**config.mk**
```make
export PLATFORM = sky130hd
export DESIGN_NAME = utf8_byte_stream_decoder_unit
export DESIGN_NICKNAME = d
export VERILOG_FILES = /design/src/rtl/utf8d_pkg.sv /design/src/rtl/utf8_byte_stream_decoder_unit.sv /design/src/rtl/utf8d_in_reg.sv /design/src/rtl/utf8d_decode.sv
export SDC_FILE = /design/constraint.sdc
export NUM_CORES = 1
export LEC_CHECK = 0
export ABC_AREA = 1
export ABC_CLOCK_PERIOD_IN_PS = 2200
export BUFFER_PORTS_ARGS = -buffer_cell sky130_fd_sc_hd__buf_4
export CORE_MARGIN = 4
export CORE_UTILIZATION = 35
export CTS_CLUSTER_DIAMETER = 50
export DETAILED_ROUTE_END_ITERATION = 6
export GPL_TIMING_DRIVEN = 0
export SETUP_SLACK_MARGIN = 0.3
export SYNTH_ARGS = -nofsm -noshare
export SYNTH_HDL_FRONTEND = slang
export SYNTH_SLANG_ARGS = --single-unit
```
**constraint.sdc**
```tcl
create_clock -name i_clk -period 2.2 [get_ports i_clk]
set_input_delay 0.11 -clock i_clk [delete_from_list [all_inputs] [get_ports i_clk]]
set_output_delay 0.11 -clock i_clk [all_outputs]
set_load 0.005 [all_outputs]
```
**src/rtl/utf8d_pkg.sv**
```systemverilog
package utf8d_pkg;

    localparam int unsigned ByteW = 8;
    localparam int unsigned CpW   = 21;
    localparam int unsigned RemW  = 2;
    localparam int unsigned ContW = 6;
    localparam int unsigned TDataOutW = 24;

    localparam logic [ByteW-1:0] LeadMask4  = 8'b1111_1000;
    localparam logic [ByteW-1:0] LeadMask3  = 8'b1111_0000;
    localparam logic [ByteW-1:0] LeadMask2  = 8'b1110_0000;
    localparam logic [ByteW-1:0] LeadCode4  = 8'b1111_0000;
    localparam logic [ByteW-1:0] LeadCode3  = 8'b1110_0000;
    localparam logic [ByteW-1:0] LeadCode2  = 8'b1100_0000;
    localparam logic [ByteW-1:0] PayMask4   = 8'b0000_0111;
    localparam logic [ByteW-1:0] PayMask3   = 8'b0000_1111;
    localparam logic [ByteW-1:0] PayMask2   = 8'b0001_1111;
    localparam logic [ByteW-1:0] ContMask   = 8'b0011_1111;

    localparam logic [RemW-1:0] RemIdle  = 2'd0;
    localparam logic [RemW-1:0] RemOne   = 2'd1;
    localparam logic [RemW-1:0] RemTwo   = 2'd2;
    localparam logic [RemW-1:0] RemThree = 2'd3;

    typedef struct packed {
        logic [ByteW-1:0] data_byte;
        logic             last_byte;
    } t_byte_word;

    typedef struct packed {
        logic [CpW-1:0] code_point;
        logic           ends_text;
    } t_cp_word;

endpackage

```
**src/rtl/utf8_byte_stream_decoder_unit.sv**
```systemverilog
// channel   | dir | tdata bits                   | tlast
// ----------+-----+------------------------------+-----------
// s (bytes) | in  | [7:0] data_byte              | last_byte
// m (codes) | out | [20:0] code_point, [23:21] 0 | ends_text
//
// One byte is accepted per cycle while m does not stall; a code point that a
// byte completes passes the input register, then decode and the result register.
// i_rst_n is synchronous, active low; it clears the valid flags and the
// sequence state. A stall on m backs up into the input register and then s.
module utf8_byte_stream_decoder_unit
    import utf8d_pkg::*;
(
    input  logic                 i_clk,
    input  logic                 i_rst_n,
    input  logic                 i_s_tvalid,
    output logic                 o_s_tready,
    input  logic [ByteW-1:0]     i_s_tdata,   // [7:0] data_byte
    input  logic                 i_s_tlast,
    output logic                 o_m_tvalid,
    input  logic                 i_m_tready,
    output logic [TDataOutW-1:0] o_m_tdata,   // [20:0] code_point, [23:21] zero
    output logic                 o_m_tlast
);

    t_byte_word in_word;
    t_byte_word reg_word;
    t_cp_word   out_word;
    logic       reg_valid;
    logic       dec_ready;

    assign in_word.data_byte = i_s_tdata;
    assign in_word.last_byte = i_s_tlast;

    utf8d_in_reg u_in_reg (
        .i_clk   (i_clk),
        .i_rst_n (i_rst_n),
        .i_valid (i_s_tvalid),
        .o_ready (o_s_tready),
        .i_word  (in_word),
        .o_valid (reg_valid),
        .i_ready (dec_ready),
        .o_word  (reg_word)
    );

    utf8d_decode u_decode (
        .i_clk   (i_clk),
        .i_rst_n (i_rst_n),
        .i_valid (reg_valid),
        .o_ready (dec_ready),
        .i_word  (reg_word),
        .o_valid (o_m_tvalid),
        .i_ready (i_m_tready),
        .o_word  (out_word)
    );

    assign o_m_tdata = {{(TDataOutW-CpW){1'b0}}, out_word.code_point};
    assign o_m_tlast = out_word.ends_text;

endmodule

```
**src/rtl/utf8d_in_reg.sv**
```systemverilog
module utf8d_in_reg
    import utf8d_pkg::*;
(
    input  logic       i_clk,
    input  logic       i_rst_n,
    input  logic       i_valid,
    output logic       o_ready,
    input  t_byte_word i_word,
    output logic       o_valid,
    input  logic       i_ready,
    output t_byte_word o_word
);

    logic       r_valid;
    logic       n_valid;
    t_byte_word r_word;

    assign o_ready = !r_valid || i_ready;
    assign o_valid = r_valid;
    assign o_word  = r_word;

    always_comb begin
        n_valid = r_valid;
        if (o_ready) begin
            n_valid = i_valid;
        end
    end

    always_ff @(posedge i_clk) begin
        if (!i_rst_n) begin
            r_valid <= 1'b0;
        end else begin
            r_valid <= n_valid;
        end
    end

    // hold the word while the decoder stalls
    always_ff @(posedge i_clk) begin
        if (o_ready && i_valid) begin
            r_word <= i_word;
        end
    end

endmodule

```
**src/rtl/utf8d_decode.sv**
```systemverilog
module utf8d_decode
    import utf8d_pkg::*;
(
    input  logic       i_clk,
    input  logic       i_rst_n,
    input  logic       i_valid,
    output logic       o_ready,
    input  t_byte_word i_word,
    output logic       o_valid,
    input  logic       i_ready,
    output t_cp_word   o_word
);

    logic [RemW-1:0] r_rem;
    logic [RemW-1:0] n_rem;
    logic [CpW-1:0]  r_partial;
    logic [CpW-1:0]  n_partial;
    logic            r_out_valid;
    logic            n_out_valid;
    t_cp_word        r_out;
    logic            emit;
    t_cp_word        emit_word;
    logic            take;
    logic [CpW-1:0]  shifted;
    logic [ByteW-1:0] b;

    assign o_ready = !r_out_valid || i_ready;
    assign take    = i_valid && o_ready;
    assign o_valid = r_out_valid;
    assign o_word  = r_out;
    assign b       = i_word.data_byte;
    assign shifted = {r_partial[CpW-ContW-1:0], b[ContW-1:0]};

    always_comb begin
        n_rem     = r_rem;
        n_partial = r_partial;
        emit      = 1'b0;
        emit_word.code_point = shifted;
        emit_word.ends_text  = i_word.last_byte;
        if (r_rem == RemIdle) begin
            emit_word.code_point = {{(CpW-ByteW){1'b0}}, b};
            if (!b[ByteW-1]) begin
                emit = 1'b1;
            end else if ((b & LeadMask4) == LeadCode4) begin
                n_partial = {{(CpW-ByteW){1'b0}}, b & PayMask4};
                n_rem     = RemThree;
            end else if ((b & LeadMask3) == LeadCode3) begin
                n_partial = {{(CpW-ByteW){1'b0}}, b & PayMask3};
                n_rem     = RemTwo;
            end else if ((b & LeadMask2) == LeadCode2) begin
                n_partial = {{(CpW-ByteW){1'b0}}, b & PayMask2};
                n_rem     = RemOne;
            end
        end else begin
            n_partial = shifted;
            n_rem     = r_rem - RemOne;
            if (r_rem == RemOne) begin
                emit      = 1'b1;
                n_partial = '0;
            end
        end
        // drop a sequence cut short by the end of the text
        if (i_word.last_byte && !emit) begin
            n_rem     = RemIdle;
            n_partial = '0;
        end
    end

    always_comb begin
        n_out_valid = r_out_valid;
        if (o_ready) begin
            n_out_valid = take && emit;
        end
    end

    always_ff @(posedge i_clk) begin
        if (!i_rst_n) begin
            r_rem       <= RemIdle;
            r_partial   <= '0;
            r_out_valid <= 1'b0;
        end else begin
            r_out_valid <= n_out_valid;
            if (take) begin
                r_rem     <= n_rem;
                r_partial <= n_partial;
            end
        end
    end

    always_ff @(posedge i_clk) begin
        if (take && emit) begin
            r_out <= emit_word;
        end
    end

endmodule

```
==> metrics.txt <==
status finished clean; top post-synthesis cells by count 47 x nor2_1, 44 x nand2_1, 31 x edfxtp_1, 25 x inv_1, 19 x dfxtp_1; Startpoint Class register; Max Slew Vio Count 0; ant diodes 0; Leakage 1.14 nW; first-pass GRT wire length between 6000 and 7000 µm; Synth Instances roughly 230; min Tclk post-route about 1.6 ns; adder-cell area share of the yosys netlist 0; fraction of layout cells with a size suffix above 1 0.210; DRT Wirelength between 3000 and 4000 µm; GPL Wtd Cong 0.819; Syn-to-layout area delta 26.8%; period utilization 0.740; clock root buffer master clkbuf_8; max-cap viol count 0; type of the most critical hold path in2reg; initial core utilization 0.371; vias per cell roughly 4.3; Synth Area in Compound Gates 0.0442; Max Clock Skew 0.00562 ns; slew at the pin with the worst max-slew slack between 0.6 and 0.7 ns; vias in the first global route between 1000 and 1500; crit path kind reg2reg; die width roughly 85 µm; Simple-Gate Fraction of Synth Area 0.243; Synth Warn # 0; # DRC 0; drt pass-1 iters 4; total congestion overflow 0; sequential element share of the synthesized area 0.626; crit path cell chain buf_2 > nor2_4 > o21ai_2 > nor2_4 > nand2_4 > nand2_4 > buf_6 > nand2_1 > nand2_1 > nor2_1; post-layout util 0.471; Final Hold Viols 0; H-tree levels 2; mux contribution to synthesized area 0; # nets final 293; die height approximately 85 µm; Post-synth EDFFs 31; maximum clock rate 614 MHz; setup TNS 0 ns; Max Buffers Root-to-Sink 2; Avg Synthesized Cell Area roughly 9.2 µm²; Post-CTS Setup Repair Bufs 0; Worst-Skew Late Latency roughly 0.3 ns; Synth Cell Area between 0.002 and 0.0025 mm²; Max stage delay on crit path about 0.3 ns; most common cell in the synthesized netlist nor2_1; I/O pins 40; WP data required 2.40 ns; CP Capture Type register; die footprint 0.00728 mm²; asr flop ratio synth 0; core area 0.00564 mm²; Primary FF master, synth edfxtp_1; Synth cell types 21; Via Count 1520; Rel. slew slack 0.576; IO buf count 35; HPWL after DPL between 2000 and 3000 µm; antenna viol nets, final 0; Cell Rows 27; CTS tree built; Synth area leaders edfxtp_1 44%, dfxtp_1 18%, nor2_1 8.4%; DR WL/cell between 10 and 15 µm; Reg clk slew, reported paths 0.09 ns; Worst EP arrival between 1.5 and 2 ns; main combinational cell family by area after synthesis simple AND/OR/NAND/NOR gates; Fill cells roughly 560; Yosys reg bits 50; post-synth top area cell edfxtp_1; Synth Area in XOR/XNOR 0; VDD IR max between 0.3 and 0.4 mV; Synth top area share 0.445; TritonCTS Buffers 5; power per cell area 733 mW/mm²; RSZ-0062 raised after global routing no; initial antenna violation count 0; Global Route Usage Sum 0.116; Min Hold Slack a little over 0.09 ns; clk sinks 50; largest net degree at the start of global routing 24; Iter 0 DRT Violations 98; setup violators final 0; worst-path fanout max 10; Worst path slowest cell dfxtp_1
[stage by stage]
step	power (mW)	instance area, µm²	instances	worst slack [ns]
floorplan	1.28	2100	229	0.598
global placement	1.37	2460	336	0.236
detailed placement	1.37	2460	336	0.228
CTS	1.96	2660	353	0.560
global route	2.05	2660	353	0.442
finish	1.95	2660	353	0.572
[flip-flops by register name, summed over array words and instances, names as in the netlist]
signal,count
u_decode.r_rem,2
u_in_reg.o_valid,1
u_decode.o_word,22
u_in_reg.o_word,9
u_decode.o_valid,1
u_decode.r_partial,15
[cells in the final DEF (no fill, tap or decap), types with 2 or more instances in the layout]
| cell | n |
|---|---|
| clkinv_2 | 2 |
| nand3_1 | 17 |
| nand2_4 | 2 |
| nor2_4 | 3 |
| a21oi_1 | 11 |
| o21ai_0 | 4 |
| inv_1 | 25 |
| conb_1 | 3 |
| buf_6 | 2 |
| buf_4 | 38 |
| dlygate4sd3_1 | 9 |
| clkbuf_8 | 5 |
| edfxtp_1 | 31 |
| nand2_1 | 44 |
| dfxtp_1 | 19 |
| clkbuf_1 | 5 |
| nor2_1 | 46 |
| inv_2 | 3 |
| nor3_1 | 6 |
[report_power, final]
part	switching (mW)	internal (mW)
clock	0.293	0.289
sequential	0.0258	1.05
combinational	0.168	0.116
total	0.487	1.46
[cells by family (layout without fill, tap and decap cells)]
kind of cell / count (synthesis) / in the layout
AOI/OAI and AO/OA: 17 / 17
other: 1 / 3
and+or+nand+nor: 119 / 119
buffers and inverters: 40 / 92
DFF: 50 / 50
[worst max-delay path, delay by kind of cell (launching register included)]
kind | cells | cell delay [ns]
buffers and inverters | 2 | 0.31
AO/OA/AOI/OAI | 1 | 0.12
flip-flops | 1 | 0.30
AND/OR/NAND/NOR | 7 | 0.79
[layout make-up]
cell class / instances / area (µm²) / share of cell area
multi-input combinational: 139 / 619 / 0.233
sequential: 50 / 1310 / 0.494
inverter: 28 / 105 / 0.0396
clock inverter: 2 / 10.0 / 0.00377
tap: 72 / 90.1 / 0.0339
clock buffer: 6 / 93.8 / 0.0353
timing repair buffer: 44 / 353 / 0.133
buffer: 12 / 72.6 / 0.0273
[routing by layer]
| metal | up-vias | wire length, µm | global-route usage |
|---|---|---|---|
| met5 | - | 0 | 0 |
| met3 | 8 | 229 | 0.0340 |
| li1 | 818 | - | - |
| met4 | 0 | 82 | 0.0489 |
| met2 | 36 | 1780 | 0.179 |
| met1 | 658 | 1780 | 0.151 |
[repair_timing]
| action | in CTS | in global routing |
|---|---|---|
| hold buffers | 9 | 0 |
| resized for setup | 1 | 0 |
| hold endpoints to repair | 9 | 0 |
| endpoints found under the setup margin | 22 | 0 |
[path summary, 6_finish.rpt]
path	from	to	slack [ns]	cells after the start
hold reg to reg	u_in_reg.o_word[1]	u_decode.o_word[1]	0.46	0
setup reg to reg	u_decode.r_rem[1]	u_decode.r_rem[1]	0.57	10
setup / recovery	u_decode.r_rem[1]	u_decode.r_rem[1]	0.57	10
hold / removal	i_s_tvalid	u_in_reg.o_valid	0.09	3
(Power assumes the default switching activity.)
